### src/hw/rtl/calje_pkg.sv
package calje_pkg;

    // opcodes with a meaning of their own
    localparam logic [7:0] OP_NOP   = 8'h00;
    localparam logic [7:0] OP_JR    = 8'h18;
    localparam logic [7:0] OP_JR_NZ = 8'h20;
    localparam logic [7:0] OP_JR_Z  = 8'h28;
    localparam logic [7:0] OP_JR_NC = 8'h30;
    localparam logic [7:0] OP_JR_C  = 8'h38;
    localparam logic [7:0] OP_HALT  = 8'h76;

    // opcode group prefixes
    localparam logic [1:0] GRP_LD  = 2'b01;
    localparam logic [2:0] GRP_ALU = 3'b100;

    // operand codes in the opcode fields
    localparam logic [2:0] OPND_MEM = 3'd6;
    localparam logic [2:0] OPND_A   = 3'd7;

    // register file indexes
    localparam int unsigned GP_DEPTH = 7;
    localparam logic [2:0] IDX_H = 3'd4;
    localparam logic [2:0] IDX_L = 3'd5;
    localparam logic [2:0] IDX_A = 3'd6;

    // flag bit positions
    localparam int unsigned FLAG_Z = 3;
    localparam int unsigned FLAG_N = 2;
    localparam int unsigned FLAG_H = 1;
    localparam int unsigned FLAG_C = 0;

    typedef logic [7:0] byte_t;
    typedef logic [3:0] flags_t;

    typedef struct packed {
        logic [7:0]        mode;
        logic signed [7:0] rel_offset;
        logic [7:0]        mem_data;
        logic [15:0]       pc_after;
    } instr_t;

    typedef struct packed {
        logic [7:0]  acc_value;
        logic [3:0]  flag_bits;
        logic [15:0] hl_address;
        logic        mem_write;
        logic [7:0]  mem_write_data;
        logic        jump_taken;
        logic [15:0] jump_target;
        logic        fault;
    } result_t;

    // operand code to register file index, memory code is not a register
    function automatic logic [2:0] reg_idx(input logic [2:0] code);
        reg_idx = (code == OPND_A) ? IDX_A : code;
    endfunction

endpackage

### src/hw/rtl/calje_if.sv
// instruction request channel
interface calje_in_if;
    import calje_pkg::*;

    logic              valid;
    logic              ready;
    logic [7:0]        mode;
    logic signed [7:0] rel_offset;
    logic [7:0]        mem_data;
    logic [15:0]       pc_after;

    modport source (
        output valid, mode, rel_offset, mem_data, pc_after,
        input  ready
    );

    modport sink (
        input  valid, mode, rel_offset, mem_data, pc_after,
        output ready
    );
endinterface

// result request channel
interface calje_out_if;
    import calje_pkg::*;

    logic        valid;
    logic        ready;
    logic [7:0]  acc_value;
    logic [3:0]  flag_bits;
    logic [15:0] hl_address;
    logic        mem_write;
    logic [7:0]  mem_write_data;
    logic        jump_taken;
    logic [15:0] jump_target;
    logic        fault;

    modport source (
        output valid, acc_value, flag_bits, hl_address, mem_write, mem_write_data,
               jump_taken, jump_target, fault,
        input  ready
    );

    modport sink (
        input  valid, acc_value, flag_bits, hl_address, mem_write, mem_write_data,
               jump_taken, jump_target, fault,
        output ready
    );
endinterface

### src/hw/rtl/cpu_alu_load_jump_execute_unit.sv
// an accepted request goes through the input and output registers to become its
// result request; throughput: one instruction per cycle unless the result
// stalls; the execute stage is one register file read, one 8-bit add or
// subtract and one 16-bit target add, then write-back; a stalled result holds
// in the output register while one more request waits in the input register;
// reset: B, C, D, E, H, L, A and the flags clear to zero, both stages empty
module cpu_alu_load_jump_execute_unit
    import calje_pkg::*;
(
    input  logic             clk,
    input  logic             rst_n,
    calje_in_if.sink         instr,
    calje_out_if.source      result
);

    // pipeline registers
    logic    item_valid_reg;
    instr_t  item_reg;
    logic    res_valid_reg;
    result_t res_reg;

    // architectural state
    byte_t  gp_reg  [GP_DEPTH];
    byte_t  gp_next [GP_DEPTH];
    flags_t flag_reg;
    flags_t flag_next;

    logic    advance;
    logic    exec;
    result_t res_next;

    // execute stage signals
    logic [7:0] op;
    logic [2:0] src_code;
    logic [2:0] dst_code;
    byte_t      src_val;
    byte_t      acc;
    logic       cin;
    logic       is_jr;
    logic       is_ld;
    logic       is_alu;
    logic       cond;
    logic [8:0] full_sum;
    logic [4:0] half_sum;
    logic [15:0] hl;
    logic [15:0] target;

    // handshake
    assign advance     = !res_valid_reg || result.ready;
    assign exec        = item_valid_reg && advance;
    assign instr.ready = !item_valid_reg || advance;

    // input register
    always_ff @(posedge clk or negedge rst_n)
    begin
        if (!rst_n)
        begin
            item_valid_reg <= 1'b0;
        end
        else if (instr.ready)
        begin
            item_valid_reg <= instr.valid;
        end
    end

    always_ff @(posedge clk)
    begin
        if (instr.valid && instr.ready)
        begin
            item_reg.mode       <= instr.mode;
            item_reg.rel_offset <= instr.rel_offset;
            item_reg.mem_data   <= instr.mem_data;
            item_reg.pc_after   <= instr.pc_after;
        end
    end

    // decode and operand read
    always_comb
    begin
        op       = item_reg.mode;
        src_code = op[2:0];
        dst_code = op[5:3];
        acc      = gp_reg[IDX_A];
        hl       = {gp_reg[IDX_H], gp_reg[IDX_L]};
        src_val  = (src_code == OPND_MEM) ? item_reg.mem_data : gp_reg[reg_idx(src_code)];
        is_jr    = (op == OP_JR) || (op == OP_JR_NZ) || (op == OP_JR_Z)
                || (op == OP_JR_NC) || (op == OP_JR_C);
        is_ld    = (op[7:6] == GRP_LD) && (op != OP_HALT);
        is_alu   = (op[7:5] == GRP_ALU);
        cin      = op[3] & flag_reg[FLAG_C];
        target   = item_reg.pc_after
                 + {{8{item_reg.rel_offset[7]}}, item_reg.rel_offset};
    end

    // jump condition
    always_comb
    begin
        case (op)
            OP_JR_NZ: cond = !flag_reg[FLAG_Z];
            OP_JR_Z:  cond = flag_reg[FLAG_Z];
            OP_JR_NC: cond = !flag_reg[FLAG_C];
            OP_JR_C:  cond = flag_reg[FLAG_C];
            default:  cond = 1'b1;
        endcase
    end

    // adder, bit 4 of op picks subtract, top bits give carry or borrow
    always_comb
    begin
        if (op[4])
        begin
            full_sum = {1'b0, acc} - {1'b0, src_val} - {8'd0, cin};
            half_sum = {1'b0, acc[3:0]} - {1'b0, src_val[3:0]} - {4'd0, cin};
        end
        else
        begin
            full_sum = {1'b0, acc} + {1'b0, src_val} + {8'd0, cin};
            half_sum = {1'b0, acc[3:0]} + {1'b0, src_val[3:0]} + {4'd0, cin};
        end
    end

    // state update and result
    always_comb
    begin
        for (int i = 0; i < GP_DEPTH; i++)
        begin
            gp_next[i] = gp_reg[i];
        end
        flag_next                = flag_reg;
        res_next.hl_address      = hl;
        res_next.mem_write       = 1'b0;
        res_next.mem_write_data  = 8'd0;
        res_next.jump_taken      = 1'b0;
        res_next.jump_target     = 16'd0;
        res_next.fault           = 1'b0;

        if (op == OP_NOP)
        begin
            // nothing changes
        end
        else if (is_jr)
        begin
            if (cond)
            begin
                res_next.jump_taken  = 1'b1;
                res_next.jump_target = target;
            end
        end
        else if (is_ld)
        begin
            if (dst_code == OPND_MEM)
            begin
                res_next.mem_write      = 1'b1;
                res_next.mem_write_data = src_val;
            end
            else
            begin
                gp_next[reg_idx(dst_code)] = src_val;
            end
        end
        else if (is_alu)
        begin
            gp_next[IDX_A]    = full_sum[7:0];
            flag_next[FLAG_Z] = (full_sum[7:0] == 8'd0);
            flag_next[FLAG_N] = op[4];
            flag_next[FLAG_H] = half_sum[4];
            flag_next[FLAG_C] = full_sum[8];
        end
        else
        begin
            res_next.fault = 1'b1;
        end

        res_next.acc_value = gp_next[IDX_A];
        res_next.flag_bits = flag_next;
    end

    // state registers
    always_ff @(posedge clk or negedge rst_n)
    begin
        if (!rst_n)
        begin
            for (int i = 0; i < GP_DEPTH; i++)
            begin
                gp_reg[i] <= 8'd0;
            end
            flag_reg <= 4'd0;
        end
        else if (exec)
        begin
            for (int i = 0; i < GP_DEPTH; i++)
            begin
                gp_reg[i] <= gp_next[i];
            end
            flag_reg <= flag_next;
        end
    end

    // output register
    always_ff @(posedge clk or negedge rst_n)
    begin
        if (!rst_n)
        begin
            res_valid_reg <= 1'b0;
        end
        else if (advance)
        begin
            res_valid_reg <= item_valid_reg;
        end
    end

    always_ff @(posedge clk)
    begin
        if (exec)
        begin
            res_reg <= res_next;
        end
    end

    assign result.valid          = res_valid_reg;
    assign result.acc_value      = res_reg.acc_value;
    assign result.flag_bits      = res_reg.flag_bits;
    assign result.hl_address     = res_reg.hl_address;
    assign result.mem_write      = res_reg.mem_write;
    assign result.mem_write_data = res_reg.mem_write_data;
    assign result.jump_taken     = res_reg.jump_taken;
    assign result.jump_target    = res_reg.jump_target;
    assign result.fault          = res_reg.fault;

endmodule

### src/flat_wrapper.sv
// flat-port wrapper written by rule: the top's interface ports become plain ports
module cpu_alu_load_jump_execute_unit_flat import calje_pkg::*;
  (clk, rst_n, instr_valid, instr_mode, instr_rel_offset, instr_mem_data, instr_pc_after, instr_ready, result_valid, result_acc_value, result_flag_bits, result_hl_address, result_mem_write, result_mem_write_data, result_jump_taken, result_jump_target, result_fault, result_ready);
  calje_in_if instr_i ();
  calje_out_if result_i ();
  input  logic clk;
  input  logic rst_n;
  input wire logic [$bits(instr_i.valid)-1:0] instr_valid;
  input wire logic [$bits(instr_i.mode)-1:0] instr_mode;
  input wire logic [$bits(instr_i.rel_offset)-1:0] instr_rel_offset;
  input wire logic [$bits(instr_i.mem_data)-1:0] instr_mem_data;
  input wire logic [$bits(instr_i.pc_after)-1:0] instr_pc_after;
  output wire logic [$bits(instr_i.ready)-1:0] instr_ready;
  output wire logic [$bits(result_i.valid)-1:0] result_valid;
  output wire logic [$bits(result_i.acc_value)-1:0] result_acc_value;
  output wire logic [$bits(result_i.flag_bits)-1:0] result_flag_bits;
  output wire logic [$bits(result_i.hl_address)-1:0] result_hl_address;
  output wire logic [$bits(result_i.mem_write)-1:0] result_mem_write;
  output wire logic [$bits(result_i.mem_write_data)-1:0] result_mem_write_data;
  output wire logic [$bits(result_i.jump_taken)-1:0] result_jump_taken;
  output wire logic [$bits(result_i.jump_target)-1:0] result_jump_target;
  output wire logic [$bits(result_i.fault)-1:0] result_fault;
  input wire logic [$bits(result_i.ready)-1:0] result_ready;
  assign instr_i.valid = instr_valid;
  assign instr_i.mode = instr_mode;
  assign instr_i.rel_offset = instr_rel_offset;
  assign instr_i.mem_data = instr_mem_data;
  assign instr_i.pc_after = instr_pc_after;
  assign instr_ready = instr_i.ready;
  assign result_valid = result_i.valid;
  assign result_acc_value = result_i.acc_value;
  assign result_flag_bits = result_i.flag_bits;
  assign result_hl_address = result_i.hl_address;
  assign result_mem_write = result_i.mem_write;
  assign result_mem_write_data = result_i.mem_write_data;
  assign result_jump_taken = result_i.jump_taken;
  assign result_jump_target = result_i.jump_target;
  assign result_fault = result_i.fault;
  assign result_i.ready = result_ready;
  cpu_alu_load_jump_execute_unit u_core (.clk(clk), .rst_n(rst_n), .instr(instr_i), .result(result_i));
endmodule
### config.mk
export PLATFORM = sky130hd
export DESIGN_NAME = cpu_alu_load_jump_execute_unit_flat
export DESIGN_NICKNAME = d
export VERILOG_FILES = /design/src/hw/rtl/calje_pkg.sv /design/src/hw/rtl/calje_if.sv /design/src/hw/rtl/cpu_alu_load_jump_execute_unit.sv /design/src/flat_wrapper.sv
export SDC_FILE = /design/constraint.sdc
export NUM_CORES = 1
export LEC_CHECK = 0
export BUFFER_PORTS_ARGS = -buffer_cell sky130_fd_sc_hd__buf_2
export CORE_MARGIN = 2
export CORE_UTILIZATION = 42
export DETAILED_ROUTE_END_ITERATION = 8
export SETUP_SLACK_MARGIN = 0.5
export SLEW_MARGIN = 0
export SYNTH_ARGS = -nofsm -noshare
export SYNTH_HDL_FRONTEND = slang
export SYNTH_SLANG_ARGS = --single-unit
export TNS_END_PERCENT = 5
### constraint.sdc
create_clock -name clk -period 3.9 [get_ports clk]
set_input_delay 1.17 -clock clk [delete_from_list [all_inputs] [get_ports clk]]
set_output_delay 1.17 -clock clk [all_outputs]
set_load 0.03 [all_outputs]
# After elaboration in Yosys (flattened, before gate mapping)
# Index checks and enable logic that the tools add are counted.
dict set report word_totals {
  rom_bits 0
  latchBits 0
  input_bits 44
  register_bits 157
  ram_bits 0
  n_memories 0
}
dict set report classes {
  n_reduce_logical 22
  muxes 24
  n_mul 0
  div_mod_pow 0
  eq_ne 12
  bitwise_logic 8
  magnitude_cmp 3
  shifts 0
  n_addsub 9
}
# op n
set ops {}
lappend ops {{8-bit 2-to-1 mux} 9}
lappend ops {{56-bit bitwise mux} 1}
lappend ops {{8-bit by 6-bit equality test with 1-bit output, second input constant} 4}
lappend ops {{8-bit binary-select mux with 3-bit select} 1}
lappend ops {{8-bit demux with 3-bit select} 1}
lappend ops {{9-bit 2-to-1 mux} 2}
lappend ops {{17-bit 2-to-1 mux} 1}
lappend ops {{16-bit adder} 1}
lappend ops {{8-bit logical NOT} 2}
lappend ops {{4-bit 2-to-1 mux} 4}
lappend ops {{3-bit equality test, second input constant} 5}
lappend ops {{8-bit by 8-bit adder with 9-bit output} 1}
lappend ops {{9-bit by 1-bit adder with 9-bit output} 1}
lappend ops {{3-bit OR reduction} 3}
lappend ops {{8-bit by 8-bit subtractor with 9-bit output} 1}
lappend ops {{9-bit by 1-bit subtractor with 9-bit output} 1}
lappend ops {{8-bit by 5-bit equality test with 1-bit output, second input constant} 1}
lappend ops {{4-bit >= comparator, second input constant} 2}
lappend ops {{8-bit by 7-bit inequality test with 1-bit output, second input constant} 1}
lappend ops {{3-bit NOT with 4-bit output} 2}
lappend ops {{1-bit logical OR} 6}
lappend ops {{3-bit 2-to-1 mux} 2}
lappend ops {{4-bit by 4-bit adder with 5-bit output} 1}
lappend ops {{5-bit by 1-bit adder with 5-bit output} 1}
lappend ops {{other kinds (14)} 24}

# Depth between registers and ports, before layout
dict set report logic_depth {
  word_depth 15
  mapped_depth 16
  ltp_nobuf 14
}

# Worst setup path before layout
# Ideal clock, no wire load.
dict set report synth_timing {
  path_type {input-to-reg}
  start {in result_ready}
  end {reg u_core.gp_reg[37] (netlist bit)}
  setup_time_ps 144
  required_ps 3756
  slack_ps -482
  t_arrival_ps 4238
  n_path_buf 2
  cell_stages 8
  cell_sequence {nand2b_1 -> nand2_1 -> inv_1 -> clkbuf_1 -> nand3_1 -> clkbuf_1 -> nand2_1 -> o21ai_0}
}
dict set report synth_via {
  elab_chain_cells 3
}
# item line
set synth_rtl {}
lappend synth_rtl {{start, declared} flat_wrapper.sv:23} ;# input wire logic [$bits(result_i.ready)-1:0] result_ready;
lappend synth_rtl {{1-bit logical OR} cpu_alu_load_jump_execute_unit.sv:49} ;# assign advance = !res_valid_reg || result.ready;
lappend synth_rtl {{1-bit logical AND} cpu_alu_load_jump_execute_unit.sv:50} ;# assign exec = item_valid_reg && advance;
lappend synth_rtl {{named net u_core.exec} cpu_alu_load_jump_execute_unit.sv:29} ;# logic exec;
lappend synth_rtl {{5-bit AND reduction (no source line)} --}
lappend synth_rtl {{end signal, assigned by index} cpu_alu_load_jump_execute_unit.sv:193} ;# gp_reg[i] <= gp_next[i];
lappend synth_rtl {{end, declared} cpu_alu_load_jump_execute_unit.sv:23} ;# byte_t gp_reg [GP_DEPTH];
# The timed path passes the listed nets, and every way through them passes these cells.
# A chain may end at the register's enable or synchronous reset.

==> out/results.tsv <==
stage	metric	value	unit
die	Die Y-Extent	141	µm
synth	Primary FF master, synth	edfxtp_1	
power	NetSw	0.00212	W
route	Detail Route Antenna Nets	0	
final_layout	number of nets in the layout	909	
route	DRT Pass-1 Iters	4	
final_layout	area delta synth->final	23.6	%
power	Peak VDD IR	0.396	mV
critical_path	cell count of the worst reg-to-reg path	14	
grt	GR Overflow Total	0	
timing	Hold Vio Cnt, Final	0	
clocking	CTS H-tree lvls	4	
synth	top-area cell type share of the netlist area	0.364	
final_layout	Layout Cells excl Fill	1066	
power	Sw Share	0.343	
die	die footprint	19700	µm²
synth	area leader, netlist	edfxtp_1	
final_layout	Ant. Diodes	0	
timing	worst slew pin tran	971	ps
synth	FFs w/ async S/R, synth	0.395	
hold_path	Hold Crit Class	register to register	
timing	final setup vio count	0	
clocking	CTS tree	done	
hold_path	Min-Delay Path Depth	2	
placed_design	routability cong.	0.892	
clocking	Num CTS Buffers	17	
die	Top Ports	101	
critical_path	worst-path cell chain	buf_6 -> buf_4 -> nor2_4 -> a22o_1 -> a221oi_2 -> buf_4 -> fa_1 -> fa_1 -> or2_2 -> a211o_1 -> a211oi_2 -> nand2_1 -> o2bb2ai_1 -> a21o_1	
clocking	# hold bufs at CTS	0	
die	Die Width	141	µm
synth	post-synthesis net count	760	
critical_path	CP max stage delay	430	ps
route	WL per Instance	18.9	µm
final_layout	FILL cells	1563	
power	internal power	0.00405	W
route	number of DRC markers in iteration 0	359	
grt	GRT Total Usage	0.210	
grt	number of global-route vias before repair	6003	
synth	total number of yosys warnings	0	
timing	Final Cycle Share	0.942	
grt	initial antenna violation count	0	
route	Vias/cell	5.52	
critical_path	Worst EP arrival	3850	ps
synth	Mean Syn Cell Area	11.6	µm²
power	Power Dens Cells	637	nW/µm²
critical_path	crit path max fanout	9	
critical_path	Critical Path Start Type	register	
critical_path	Setup CP Type	register to register	
synth	Synth area leaders	edfxtp_1 36%, dfrtp_1 20%, ha_1 5.8%, o21ai_0 3.8%, nand2_1 3.6%	
clocking	clock transition at the registers of the reported paths	70	ps
synth	#FFs+latches synth	157	
die	Cell Rows	49	
power	Reg power frac	0.361	
route	Post-Route WL	20.2	mm
clocking	clock latency on the worst-skew pair	420	ps
power	leakage power	4.21	nW
placed_design	port bufs	100	
die	CORE AREA	18100	µm²
power	Logic pwr share	0.372	
clocking	CTS root buf	clkbuf_16	
critical_path	RR Endpoint	u_core.result.acc_value[6]	
synth	mapped cell area	7830	µm²
synth	Gate Count Post-Synth	675	
synth	Seq/Total Area, Yosys	0.563	
die	Initial Util	0.431	
timing	Slew HR	0.353	
synth	Post-synth EDFFs	95	
clocking	Max Root-Sink Buffers	2	
outcome	status	finished, final reports clean	
timing	RSZ-0062 raised after global routing	true	
power	Power Total	0.00616	W
final_layout	layout cells sized above 1	0.289	
timing	max frequency	272	MHz
clocking	Clock Sinks	157	
route	DRC Markers	0	
critical_path	CP max-delay cell	fa_1	
critical_path	worst r2r src	u_core.op[0]	
grt	global-route wire length before repair	32.1	mm
critical_path	Reg2Reg Setup Slack	230	ps
critical_path	crit end category	register	
route	routed via count	5880	
flow_run	max-cap violations	0	
final_layout	max FFs per register	48	
grt	largest net degree at the start of global routing	63	
timing	final setup skew	9.73	ps
critical_path	CP required	4080	ps
timing	number of max-slew violations in the final report	0	
power	Clk pwr share	0.267	
hold_path	Hold EP	u_core.gp_reg[33]	
placed_design	cell count after placement	1023	
placed_design	Detail Placement HPWL	14.3	mm
hold_path	Hold Crit Start	u_core.gp_reg[33]	
timing	Tmin final	3670	ps
synth	unique cell type count in the Yosys netlist	69	
==> synth_stat cells, types with 3 or more instances <==
cell,n
a211oi_1,6
a21o_1,11
a21oi_1,24
a21oi_2,3
a221oi_2,4
a22o_1,9
a22oi_1,3
a31oi_1,6
and3_1,3
buf_2,8
clkbuf_1,10
dfrtp_1,62
edfxtp_1,95
fa_1,5
ha_1,36
inv_1,40
mux2_2,10
mux2i_1,6
mux4_2,8
nand2_1,75
nand2b_1,9
nand3_1,7
nand3b_1,4
nor2_1,56
nor2b_1,9
nor3_1,13
nor4b_1,4
o211ai_1,4
o21a_1,7
o21ai_0,59
o21ai_1,4
o31ai_1,3
or2_2,5
or3_1,5
or4_1,3
xnor2_1,12
==> layout by cell type (no fill, tap or decap), types with 4 or more instances in the layout <==
cell	instances
buf_2	100
a22o_1	9
nand3_1	7
fa_1	5
mux2i_1	6
clkbuf_1	4
nor3_1	10
nor2_1	55
mux2_2	9
or3_1	5
nor2b_1	8
dfrtp_1	62
clkbuf_16	18
a221oi_2	4
edfxtp_1	95
o21a_1	7
a21o_1	11
a211oi_1	4
buf_4	49
o21ai_0	58
ha_1	31
mux4_2	8
inv_1	37
o211ai_1	4
or2_2	5
a21oi_1	24
xnor2_1	11
inv_2	4
o21ai_1	4
nand3b_1	4
a31oi_1	6
nand2_1	75
nand2b_1	9
==> logic make-up (layout without fill, tap and decap cells) <==
logic type,count (synthesis),in the layout,synth area share
compound gates,167,167,0.143
xor+xnor,14,14,0.0157
fa+ha+maj,41,41,0.0703
buf+inv,62,224,0.0320
flops,157,157,0.563
mux,27,27,0.0499
simple gates,207,207,0.126
==> how the worst max path moves through the flow <==
| stage | startpoint | endpoint | slack (ps) | cells past startpoint |
|---|---|---|---|---|
| 2_1_floorplan | u_core.op[1] | u_core.result.acc_value[7] | 40 | 14 |
| 3_3_place_gp | u_core.op[0] | u_core.result.flag_bits[3] | -30 | 15 |
| 6_report | u_core.op[0] | u_core.result.acc_value[6] | 230 | 14 |
| 3_5_place_dp | u_core.op[0] | u_core.result.acc_value[6] | -10 | 14 |
| 4_1_cts | u_core.op[0] | u_core.result.acc_value[7] | 240 | 15 |
| 5_1_grt | u_core.op[0] | u_core.result.acc_value[6] | 60 | 14 |
==> area by class of cell <==
type                    instances  area [µm²]  area share
clock inverters                10         116      0.0120
inverters                      41         154      0.0159
well taps                     229         287      0.0296
multi-input cells             456        3350       0.346
clock buffers                  22         465      0.0481
flip-flops and latches        157        4400       0.455
repair buffers                151         900      0.0930
==> power groups by stage <==
stage	Clock (W)	Combinational [W]	Sequential, W
final	0.00165	0.00229	0.00222
after CTS	0.00167	0.00217	0.00222
after global placement	0	0.00195	0.00225
after global routing	0.00175	0.00252	0.00225
after detailed placement	0	0.00197	0.00225
after floorplan	0	0.00121	0.00234
==> routing by layer <==
metal  GRT usage  part of all wire  routed length (µm)  vias to the layer above
met4      0.0674             0.023                 473                        0
met2       0.363              0.50               10000                      184
met3      0.0403             0.044                 894                       35
li1            -                 -                   -                     2764
met5           0                 0                   0                        -
met1       0.268              0.44                8800                     2897
==> per-stage QoR <==
step / area (µm²) / setup TNS (ps) / util / setup WS [ps] / hold WS (ps)
global route: 9680 / 0 / 0.533 / 61.2 / 504
floorplan: 7830 / 0 / - / 35.7 / 439
CTS: 9590 / 0 / 0.528 / 240 / 481
detailed placement: 8830 / -25.9 / 0.487 / -14.1 / 467
global placement: 8830 / -39.3 / 0.487 / -30.5 / 457
finish: 9680 / 0 / 0.533 / 228 / 478
==> worst max-delay path, delay by kind of cell (launching register included) <==
family | cells | cell delay [ps]
AO/OA/AOI/OAI | 6 | 1130
adder cells (fa/ha/maj) | 2 | 850
AND/OR/NAND/NOR | 3 | 580
buffers and inverters | 3 | 500
flip-flops | 1 | 380
==> what timing repair did <==
| item | 4_1_cts | 5_1_grt |
|---|---|---|
| endpoints found under the setup margin | 18 | 18 |
| gates resized for setup | 31 | 7 |
| pin swaps | 12 | 6 |
| buffers inserted | 7 | 4 |
No activity file was read; power rests on OpenSTA's default activity.
